$ cat src/pss_pkg.sv
// Shared widths, codes and constants of the pointer speed scaler.
`default_nettype none
package pss_pkg;

  // Field and register widths.
  localparam int DELTA_WIDTH = 16;
  localparam int OUT_WIDTH   = 22;
  localparam int KIND_W      = 2;
  localparam int SPEED_W     = 10;
  localparam int STR_W       = 7;
  localparam int REM_W       = 8;
  localparam int CFG_IDX_W   = 2;
  localparam int CFG_DATA_W  = 10;

  // Shared multiplier operand and product widths.
  localparam int MUL_W  = 28;
  localparam int PROD_W = 2 * MUL_W;

  // Speed and boost limits.
  localparam int PCT_UNITY    = 100;
  localparam int PCT_MIN      = 10;
  localparam int PCT_MAX      = 1000;
  localparam int STRENGTH_MAX = 100;
  localparam int BOOST_DIV    = 400;
  localparam int BOOST_CAP    = 400;
  // Square times strength at or above this value gives the capped boost.
  localparam int BOOST_LIMIT  = BOOST_DIV * BOOST_CAP;

  // Reciprocals of 25, rounded up, for floor division after a shift by 2 or 4.
  localparam int RECIP25_S17 = 5243;
  localparam int RECIP25_S22 = 167773;
  localparam int RECIP25_S32 = 171798692;

  // Event kinds.
  typedef enum logic [KIND_W-1:0] {
    KIND_REL_X = 2'd0,
    KIND_REL_Y = 2'd1,
    KIND_OTHER = 2'd2,
    KIND_ABS   = 2'd3
  } kind_t;

  // Configuration register indexes.
  typedef enum logic [CFG_IDX_W-1:0] {
    REG_SPEED    = 2'd0,
    REG_ACCEL    = 2'd1,
    REG_STRENGTH = 2'd2
  } cfg_idx_t;

endpackage
`default_nettype wire

$ cat src/pointer_speed_scaler.sv
// Pointer speed scaler: top level with sequencer, configuration and remainders.
// A pass-through word goes from idle to the done state and then the output register.
// A relative X or Y word runs check, scale, quotient, remainder, finish and done, after
// square, strength, boost and effective percent steps with acceleration; it skips to done
// from check at an effective percent of exactly 100. No word is taken until idle again.
// The next word is accepted while a finished result still waits in the output register.
// Reset (synchronous, rst high): speed 100, acceleration off, strength 50, remainders 0.
`default_nettype none
module pointer_speed_scaler (
  input  wire logic                              clk,
  input  wire logic                              rst,
  // Configuration write port.
  input  wire logic                              cfg_we,
  input  wire logic [pss_pkg::CFG_IDX_W-1:0]     cfg_index,
  input  wire logic [pss_pkg::CFG_DATA_W-1:0]    cfg_data,
  // Input stream.
  input  wire logic                              s_tvalid,
  output logic                                   s_tready,
  input  wire logic [15:0]                       s_tdata,  // [15:0] delta_in
  input  wire logic [pss_pkg::KIND_W-1:0]        s_tuser,  // [1:0] kind
  // Output stream.
  output logic                                   m_tvalid,
  input  wire logic                              m_tready,
  output logic      [23:0]                       m_tdata   // [21:0] delta_out, [23:22] zero
);
  import pss_pkg::*;

  typedef enum logic [11:0] {
    ST_IDLE = 12'b0000_0000_0001,
    ST_SQ   = 12'b0000_0000_0010,
    ST_STR  = 12'b0000_0000_0100,
    ST_BDIV = 12'b0000_0000_1000,
    ST_EFF  = 12'b0000_0001_0000,
    ST_EDIV = 12'b0000_0010_0000,
    ST_CHK  = 12'b0000_0100_0000,
    ST_SCL  = 12'b0000_1000_0000,
    ST_QDIV = 12'b0001_0000_0000,
    ST_REM  = 12'b0010_0000_0000,
    ST_FIN  = 12'b0100_0000_0000,
    ST_DONE = 12'b1000_0000_0000
  } state_t;

  state_t state, state_next;

  // Configuration registers.
  logic [SPEED_W-1:0] speed_percent;
  logic               accel_enable;
  logic [STR_W-1:0]   boost_strength;

  // Per-axis remainders.
  logic signed [REM_W-1:0] rem_x, rem_y;

  // Item registers.
  logic                          kind_y;
  logic signed [DELTA_WIDTH-1:0] delta;
  logic                          dneg;
  logic [DELTA_WIDTH:0]          spd;
  logic                          cap;
  logic                          sneg;
  logic [MUL_W-1:0]              smag;
  logic [OUT_WIDTH-2:0]          qmag;
  logic [OUT_WIDTH-1:0]          res;

  // Output register.
  logic                 out_valid;
  logic [OUT_WIDTH-1:0] out_data;

  // Shared multiplier.
  logic [MUL_W-1:0]  mul_a, mul_b;
  logic [PROD_W-1:0] prod;

  pss_mul u_mul (
    .clk  (clk),
    .a    (mul_a),
    .b    (mul_b),
    .prod (prod)
  );

  // Combinational helpers.
  logic                          accept;
  logic signed [DELTA_WIDTH:0]   din_ext;
  logic [DELTA_WIDTH:0]          din_mag;
  logic [OUT_WIDTH-1:0]          pass_val;
  logic                          sq_cap;
  logic [17:0]                   sq_clamped;
  logic [8:0]                    boost;
  logic [12:0]                   eff;
  logic signed [29:0]            prod_s;
  logic signed [29:0]            scaled;
  logic [MUL_W-1:0]              scaled_mag;
  logic [6:0]                    rem_mag;
  logic signed [REM_W-1:0]       rem_sel;
  logic signed [REM_W-1:0]       rem_new;
  logic [OUT_WIDTH-1:0]          q_ext;
  logic                          out_load;

  assign accept   = s_tvalid && s_tready;
  assign s_tready = (state == ST_IDLE);
  assign m_tvalid = out_valid;
  assign m_tdata  = {2'b00, out_data};

  // Magnitude of the incoming delta and its pass-through form.
  assign din_ext  = {s_tdata[DELTA_WIDTH-1], s_tdata};
  assign din_mag  = s_tdata[DELTA_WIDTH-1] ? (DELTA_WIDTH+1)'(-din_ext)
                                           : (DELTA_WIDTH+1)'(din_ext);
  assign pass_val = OUT_WIDTH'(delta);

  // Boost and effective percent from the product of the previous step.
  assign sq_cap     = (prod >= PROD_W'(BOOST_LIMIT));
  assign sq_clamped = sq_cap ? 18'(BOOST_LIMIT) : prod[17:0];
  assign boost      = cap ? 9'(BOOST_CAP) : prod[25:17];
  assign eff        = accel_enable ? prod[34:22] : 13'(speed_percent);

  // Signed scaled value: delta times percent plus the carried remainder.
  assign rem_sel    = kind_y ? rem_y : rem_x;
  assign prod_s     = dneg ? -signed'({2'b00, prod[27:0]}) : signed'({2'b00, prod[27:0]});
  assign scaled     = prod_s + 30'(rem_sel);
  assign scaled_mag = scaled[29] ? MUL_W'(-scaled) : MUL_W'(scaled);

  // Remainder and quotient with the sign of the scaled value.
  assign rem_mag = 7'(smag - prod[MUL_W-1:0]);
  assign rem_new = sneg ? -signed'({1'b0, rem_mag}) : signed'({1'b0, rem_mag});
  assign q_ext   = sneg ? OUT_WIDTH'(-{1'b0, qmag}) : {1'b0, qmag};

  assign out_load = (state == ST_DONE) && (!out_valid || m_tready);

  // Multiplier operands for each step.
  always_comb begin
    mul_a = '0;
    mul_b = '0;
    unique case (state)
      ST_SQ: begin
        mul_a = MUL_W'(spd);
        mul_b = MUL_W'(spd);
      end
      ST_STR: begin
        mul_a = MUL_W'(sq_clamped);
        mul_b = MUL_W'(boost_strength);
      end
      ST_BDIV: begin
        mul_a = MUL_W'(prod[17:4]);
        mul_b = MUL_W'(RECIP25_S17);
      end
      ST_EFF: begin
        mul_a = MUL_W'(speed_percent);
        mul_b = MUL_W'(10'(PCT_UNITY) + 10'(boost));
      end
      ST_EDIV: begin
        mul_a = MUL_W'(prod[18:2]);
        mul_b = MUL_W'(RECIP25_S22);
      end
      ST_CHK: begin
        mul_a = MUL_W'(spd);
        mul_b = MUL_W'(eff);
      end
      ST_QDIV: begin
        mul_a = MUL_W'(smag[MUL_W-1:2]);
        mul_b = MUL_W'(RECIP25_S32);
      end
      ST_REM: begin
        mul_a = MUL_W'(prod[52:32]);
        mul_b = MUL_W'(PCT_UNITY);
      end
      default: begin
        mul_a = '0;
        mul_b = '0;
      end
    endcase
  end

  // Sequencer next state.
  always_comb begin
    state_next = state;
    unique case (state)
      ST_IDLE: begin
        if (accept) begin
          if (s_tuser[1]) begin
            state_next = ST_DONE;
          end else if (accel_enable) begin
            state_next = ST_SQ;
          end else begin
            state_next = ST_CHK;
          end
        end
      end
      ST_SQ:   state_next = ST_STR;
      ST_STR:  state_next = ST_BDIV;
      ST_BDIV: state_next = ST_EFF;
      ST_EFF:  state_next = ST_EDIV;
      ST_EDIV: state_next = ST_CHK;
      ST_CHK: begin
        if (eff == 13'(PCT_UNITY)) begin
          state_next = ST_DONE;
        end else begin
          state_next = ST_SCL;
        end
      end
      ST_SCL:  state_next = ST_QDIV;
      ST_QDIV: state_next = ST_REM;
      ST_REM:  state_next = ST_FIN;
      ST_FIN:  state_next = ST_DONE;
      ST_DONE: begin
        if (out_load) begin
          state_next = ST_IDLE;
        end
      end
      default: state_next = ST_IDLE;
    endcase
  end

  // Control state: sequencer, output valid, configuration and remainders.
  always_ff @(posedge clk) begin
    if (rst) begin
      state          <= ST_IDLE;
      out_valid      <= 1'b0;
      speed_percent  <= SPEED_W'(PCT_UNITY);
      accel_enable   <= 1'b0;
      boost_strength <= STR_W'(50);
      rem_x          <= '0;
      rem_y          <= '0;
    end else begin
      state <= state_next;

      if (out_load) begin
        out_valid <= 1'b1;
      end else if (m_tready) begin
        out_valid <= 1'b0;
      end

      // Register writes saturate into the legal ranges.
      if (cfg_we) begin
        unique case (cfg_index)
          REG_SPEED: begin
            if (cfg_data < SPEED_W'(PCT_MIN)) begin
              speed_percent <= SPEED_W'(PCT_MIN);
            end else if (cfg_data > SPEED_W'(PCT_MAX)) begin
              speed_percent <= SPEED_W'(PCT_MAX);
            end else begin
              speed_percent <= cfg_data;
            end
          end
          REG_ACCEL: begin
            accel_enable <= cfg_data[0];
          end
          REG_STRENGTH: begin
            if (cfg_data[STR_W-1:0] > STR_W'(STRENGTH_MAX)) begin
              boost_strength <= STR_W'(STRENGTH_MAX);
            end else begin
              boost_strength <= cfg_data[STR_W-1:0];
            end
          end
          default: begin
          end
        endcase
      end

      // The new remainder goes to the axis of the word.
      if (state == ST_FIN) begin
        if (kind_y) begin
          rem_y <= rem_new;
        end else begin
          rem_x <= rem_new;
        end
      end
    end
  end

  // Payload registers of the word in work.
  always_ff @(posedge clk) begin
    if (accept) begin
      kind_y <= (s_tuser == KIND_REL_Y);
      delta  <= s_tdata;
      dneg   <= s_tdata[DELTA_WIDTH-1];
      spd    <= din_mag;
    end
    if (state == ST_IDLE && accept) begin
      res <= OUT_WIDTH'(signed'(s_tdata));
    end
    if (state == ST_BDIV) begin
      cap <= sq_cap;
    end
    if (state == ST_CHK) begin
      res <= pass_val;
    end
    if (state == ST_SCL) begin
      sneg <= scaled[29];
      smag <= scaled_mag;
    end
    if (state == ST_REM) begin
      qmag <= prod[52:32];
    end
    if (state == ST_FIN) begin
      res <= q_ext;
    end
    if (out_load) begin
      out_data <= res;
    end
  end

endmodule
`default_nettype wire

$ cat src/pss_mul.sv
// Shared unsigned multiplier with a registered product.
`default_nettype none
module pss_mul (
  input  wire logic                        clk,
  input  wire logic [pss_pkg::MUL_W-1:0]   a,
  input  wire logic [pss_pkg::MUL_W-1:0]   b,
  output logic      [pss_pkg::PROD_W-1:0]  prod
);
  import pss_pkg::*;

  // One product per cycle; the sequencer reads it in the following state.
  always_ff @(posedge clk) begin
    prod <= PROD_W'(a) * PROD_W'(b);
  end

endmodule
`default_nettype wire

$ cat config.mk
export PLATFORM = sky130hd
export DESIGN_NAME = pointer_speed_scaler
export DESIGN_NICKNAME = d
export VERILOG_FILES = /design/src/pss_pkg.sv /design/src/pointer_speed_scaler.sv /design/src/pss_mul.sv
export SDC_FILE = /design/constraint.sdc
export NUM_CORES = 2
export LEC_CHECK = 0
export BUFFER_PORTS_ARGS = -buffer_cell sky130_fd_sc_hd__clkbuf_2
export CAP_MARGIN = 20
export CORE_MARGIN = 4
export CORE_UTILIZATION = 60
export DETAILED_ROUTE_END_ITERATION = 6
export PLACE_DENSITY = 0.77
export SLEW_MARGIN = 10
export SYNTH_ARGS = -nofsm -noshare
export SYNTH_HDL_FRONTEND = slang
export SYNTH_HIERARCHICAL = 1
export SYNTH_SLANG_ARGS = --single-unit
$ cat constraint.sdc
create_clock -name clk -period 10.4 [get_ports clk]
set_clock_uncertainty 0.05 [all_clocks]
set_input_delay 1.56 -clock clk [delete_from_list [all_inputs] [get_ports clk]]
set_output_delay 1.56 -clock clk [all_outputs]
set_load 0.05 [all_outputs]
Word level (Yosys, flattened, before mapping) --
Cells that the tools add are included.
Word-level totals: input port bits 35, logic and storage cells 91, register bits after elaboration 231, output and inout port bits 26
Operators by class: equality and inequality tests 18, multiplexer cells 25, $mul 1, bitwise gates (word level) 1, reductions and logical operators 15, add/sub/neg operators 8, $lt $le $gt $ge 4
Operator list (number):
- 28-bit case mux with 8 select lines | 1
- 26-bit case mux with 7 select lines | 1
- 12-bit case mux with 12 select lines | 1
- 22-bit two-way mux | 4
- 54-bit by 18-bit >= comparator with 1-bit output, second input constant | 1
- 26-bit by 28-bit multiplier with 54-bit output | 1
- 12-bit two-way mux | 4
- 30-bit by 8-bit adder with 30-bit output | 1
- 30-bit two-way mux | 1
- 28-bit negation with 30-bit output | 1
- 28-bit two-way mux | 1
- 28-bit negation | 1
- 21-bit negation with 22-bit output | 1
- 10-bit two-way mux | 2
- 18-bit two-way mux | 1
- 16-bit negation with 17-bit output | 1
- 8-bit two-way mux | 2
- 15-bit two-way mux | 1
- 7-bit two-way mux | 2
- 13-bit by 7-bit == test with 1-bit output, second input constant | 1
- 13-bit two-way mux | 1
- 12-bit by 1-bit == test with 1-bit output, second input constant | 1
- 12-bit by 10-bit == test with 1-bit output, second input constant | 1
- 12-bit by 11-bit == test with 1-bit output, second input constant | 1
- 30 further kinds | 39

Logic depth before layout (Yosys ltp) --
depth in word-level cells 6, depth in mapped cells 37, gate-level depth less buffers 32

By module --
Netlist, hierarchy kept.
By module, submodules not included:
- pss_mul | instances 1, cells an instance 3059, area an instance 27136.0 um^2, seq. area each 1121.1 um^2
- pointer_speed_scaler | instances 1, cells an instance 1200, area an instance 11436.0 um^2, seq. area each 4784.6 um^2

Worst setup path after synthesis --
No wires, ideal clock.
path kind register -> register, start point register state[7], end point register u_mul/prod[55] (netlist name), cell stages (with the launch flop) 31, slack 1.643 ns, setup time 0.127 ns, arrival 8.580 ns, path through dfxtp_1 -> nor2_1 -> nand2_1 -> nor2_1 -> nand2_1 -> nor3b_1 -> clkbuf_1 -> a22oi_1 -> nand3_1 -> clkbuf_1 -> clkbuf_1 -> nand2_1 -> fa_1 -> fa_1 -> fa_1 -> fa_1 -> fa_1 -> inv_1 -> fa_1 -> inv_1 -> fa_1 -> inv_1 -> ha_1 -> nand4_1 -> nor3_1 -> o21ai_1 -> o211a_1 -> o211ai_1 -> nand4_1 -> nand3_1 -> or3b_1
RTL lines:
- from (decl) | RTL line pointer_speed_scaler.sv:43 | state_t state, state_next;
- from (signal assigned) | RTL line pointer_speed_scaler.sv:222 | state <= state_next;

Final worst setup path --
start point register u_mul/prod[22] in the netlist's numbering, end point register u_mul/prod[51] in the netlist's numbering
Between the ends: cells in the longest elaborated chain, start to end 4, elaborated cells on any way between the ends 8
RTL lines:
- from (decl) | RTL line pss_mul.sv:7 | output logic [pss_pkg::PROD_W-1:0] prod
- from (signal assigned) | RTL line pss_mul.sv:13 | prod <= PROD_W'(a) * PROD_W'(b);
- 54-bit by 18-bit >= comparator with 1-bit output | RTL line pointer_speed_scaler.sv:109 | assign sq_cap = (prod >= PROD_W'(BOOST_LIMIT));
- net sq_cap | RTL line pointer_speed_scaler.sv:84 | logic sq_cap;
- 18-bit two-way mux | RTL line pointer_speed_scaler.sv:110 | assign sq_clamped = sq_cap ? 18'(BOOST_LIMIT) : prod[17:0];
- 26-bit case mux with 7 select lines | RTL line pointer_speed_scaler.sv:131 | unique case (state)
- net mul_a[7] | RTL line pointer_speed_scaler.sv:69 | logic [MUL_W-1:0] mul_a, mul_b;
- 26-bit by 28-bit multiplier with 54-bit output | RTL line pss_mul.sv:13
The timed path passes the listed nets, and every way through them passes these cells. A chain may end at the register's enable or synchronous reset.

==> out/summary.txt <==
Peak supply drop: 0.113 mV
Outcome: complete, but fails checks
Rel. slew slack: 0.231
HP Class: register to register
RD Place Congestion: 0.991
Detailed Route Iter0 Violations: 3068
Final ANT Viol Nets: 0
IO Pins: 61
Crit start category: register
Largest net degree at the start of global routing: 101
Clk pin slew, worst setup/hold paths: 60 ps
DR pass1 iterations: 7
CP max stage cell: fa_1
Worst-Skew Late Latency: 540 ps
Cell Rows: 92
Share of layout cells above drive strength 1: 0.0581
Overall routing resource usage: 0.310
Final Critical Period: 9800 ps
Crit end category: register
CTS tree: built
Setup Buffers After CTS: 0
DP HPWL: 81.6 mm
Drc violations: 13
DR WL/cell: 20.3 µm
CTS sink count: 231
Violated checks: design-rule violations
WP depth: 30
Register area: 5910 µm²
Hold path cells: 0
Register area share after synthesis: 0.153
H-tree levels: 1
Worst Tran Pin Value: 1150 ps
Die Wd: 262 µm
Finished Layout Cells: 5096
Nets: 5192
P per Cell Area: 57.6 nW/µm²
Final hold vios: 0
Vias in the first global route: 31.3k
IO buf count: 58
DRT Wirelength: 103 mm
CP delay by family, top: adder cells
CTS Buf Count: 25
Post-cts gate resize count: 0
Setup TNS: 0 ps
Die height: 262 µm
Req. time, crit path: 10800 ps
Gr ovfl total: 0
RSZ-0062 raised after global routing: false
Max incr delay on CP: 580 ps
Final Slew Violations: 0
Antenna violations before repair: 1
Synth Flop Type: edfxtp_1
CP bufs+invs: 5
Fill count: 5233
Final setup fails: 0
Initial core utilization: 0.609
Via density: 5.84
Worst R2R Path Depth: 30
Tcrit/Tclk final: 0.943
Area Overhead vs Synth: 5.56%
Async S/R FF share, synth: 0
Crit-path max FO: 16
Via count: 29.8k
Clk buf depth: 3
CTS root buffer: clkbuf_16
Synth unique cells: 96
Data arrival, critical path: 10200 ps
Most used cell along the critical path: fa_1
Die Area: 68400 µm²
Max-capacitance violation count: 0
Area of the multi-input gates: 28900 µm²
Mapped Cells: 4259
EDFF count, synth: 128
Synth warn: 6
FF+latch count, synth: 231
Leak: 0.0200 µW
Avg Inst Size Synth: 9.06 µm²
Cell area after synthesis: 38600 µm²
Placed insts: 5047
First-pass GRT wire length: 167 mm
Hold Buf Count CTS: 0
Fmax: 0.102 GHz
Core Box Area: 63300 µm²
Critical setup path kind: register to register
placed cells by master (no fill, tap or decap), drive strengths merged, types with 50 or more instances in the layout:
master and count:
clkbuf 86, xor2 50, and2 425, ha 251, o21ai 107, dfxtp 103
nor2 133, fa 676, inv 820, buf 76, nand3 53, a21oi 121
nand2 554, xnor2 114, edfxtp 128
registers in the layout (all words and copies together) (netlist names):
| signal | cells |
|---|---|
| speed_percent | 10 |
| rem_x | 8 |
| delta | 16 |
| boost_strength | 7 |
| kind_y | 1 |
| m_tvalid | 1 |
| state | 12 |
| rem_y | 8 |
| smag | 28 |
| out_data | 22 |
| accel_enable | 1 |
| res | 22 |
| sneg | 1 |
| qmag | 21 |
| u_mul/prod | 56 |
| spd | 16 |
| cap | 1 |
layout make-up:
cell class | instances | area share
clock buffer | 28 | 0.0167
timing repair buffer | 134 | 0.0218
sequential | 231 | 0.145
inverter | 817 | 0.0753
multi-input combinational | 3021 | 0.710
antenna | 1 | 0.0000615
clock inverter | 18 | 0.00495
tap | 846 | 0.0260
worst paths after layout:
path	to	start	slack (ps)
setup / recovery	u_mul/prod[51]$_DFF_P_	u_mul/prod[22]$_DFF_P_	600
hold / removal	out_data[11]$_DFFE_PP_	res[11]$_DFFE_PP_	370
setup reg to reg	u_mul/prod[51]$_DFF_P_	u_mul/prod[22]$_DFF_P_	600
hold reg to reg	out_data[11]$_DFFE_PP_	res[11]$_DFFE_PP_	370
metal layers:
layer  global-route usage  wire length (µm)  up-vias
met5                    0                 0        -
met4                0.146              6110        0
met3               0.0466              8310      360
met2                0.518             49300     1345
met1                0.401             39600    14900
li1                     -                 -    13200
through the flow:
stage	total power [µW]	setup slack (ps)	instance area [µm²]	hold WS [ps]	util
after floorplan	1300	1640	38700	350	-
after global placement	1400	642	39800	350	0.628
after detailed placement	1410	431	39800	355	0.628
after CTS	2330	366	40700	368	0.642
after global routing	2420	116	40700	375	0.643
final	2340	598	40700	367	0.643
report_power, final:
| part | leakage [µW] | internal, µW | switching, µW |
|---|---|---|---|
| sequential | 0.00201 | 1030 | 48.4 |
| clock | 0.000426 | 551 | 380 |
| combinational | 0.0176 | 102 | 230 |
| total | 0.0200 | 1680 | 659 |
synth_stat cells, types with 8 or more instances:
cell      instances  share of area
inv_1           816          0.079
fa_1            676           0.35
nand2_1         554          0.054
and2_1          424          0.069
ha_1            251          0.081
clkbuf_1        216          0.021
nor2_1          133          0.013
edfxtp_1        128           0.10
a21oi_1         119          0.015
xnor2_1         114          0.026
dfxtp_1         103          0.053
o21ai_0          97          0.013
nand3_1          52         0.0067
xor2_1           50          0.011
a21o_1           32         0.0062
o31ai_1          31         0.0060
a211oi_1         29         0.0056
nor3_1           29         0.0038
mux2i_1          25         0.0065
a222oi_1         24         0.0062
or3_1            19         0.0031
nand4_1          18         0.0029
nand2b_1         16         0.0026
a31oi_1          15         0.0024
o211ai_1         15         0.0029
a22oi_1          14         0.0027
mux2_2           14         0.0041
nor2b_1          14         0.0023
nor3b_1          14         0.0027
nor4_1           14         0.0023
o21bai_1         14         0.0027
or2_2            11         0.0018
or4_1            10         0.0019
and3_1            9         0.0015
o21ai_1           9         0.0012
o41ai_1           9         0.0020
a221o_1           8         0.0021
o21a_1            8         0.0016
kinds of logic (layout without fill, tap and decap cells):
family | count (synthesis) | after routing | synth area share
flip-flops | 231 | 231 | 0.153
buffers and inverters | 1051 | 997 | 0.103
multiplexers | 39 | 39 | 0.0106
XOR/XNOR | 164 | 164 | 0.0372
other | 1 | 46 | 0.0000972
adder cells (fa/ha/maj) | 927 | 927 | 0.432
AO/OA/AOI/OAI | 496 | 496 | 0.0881
AND/OR/NAND/NOR | 1350 | 1350 | 0.175
No activity file was read; power rests on OpenSTA's default activity.
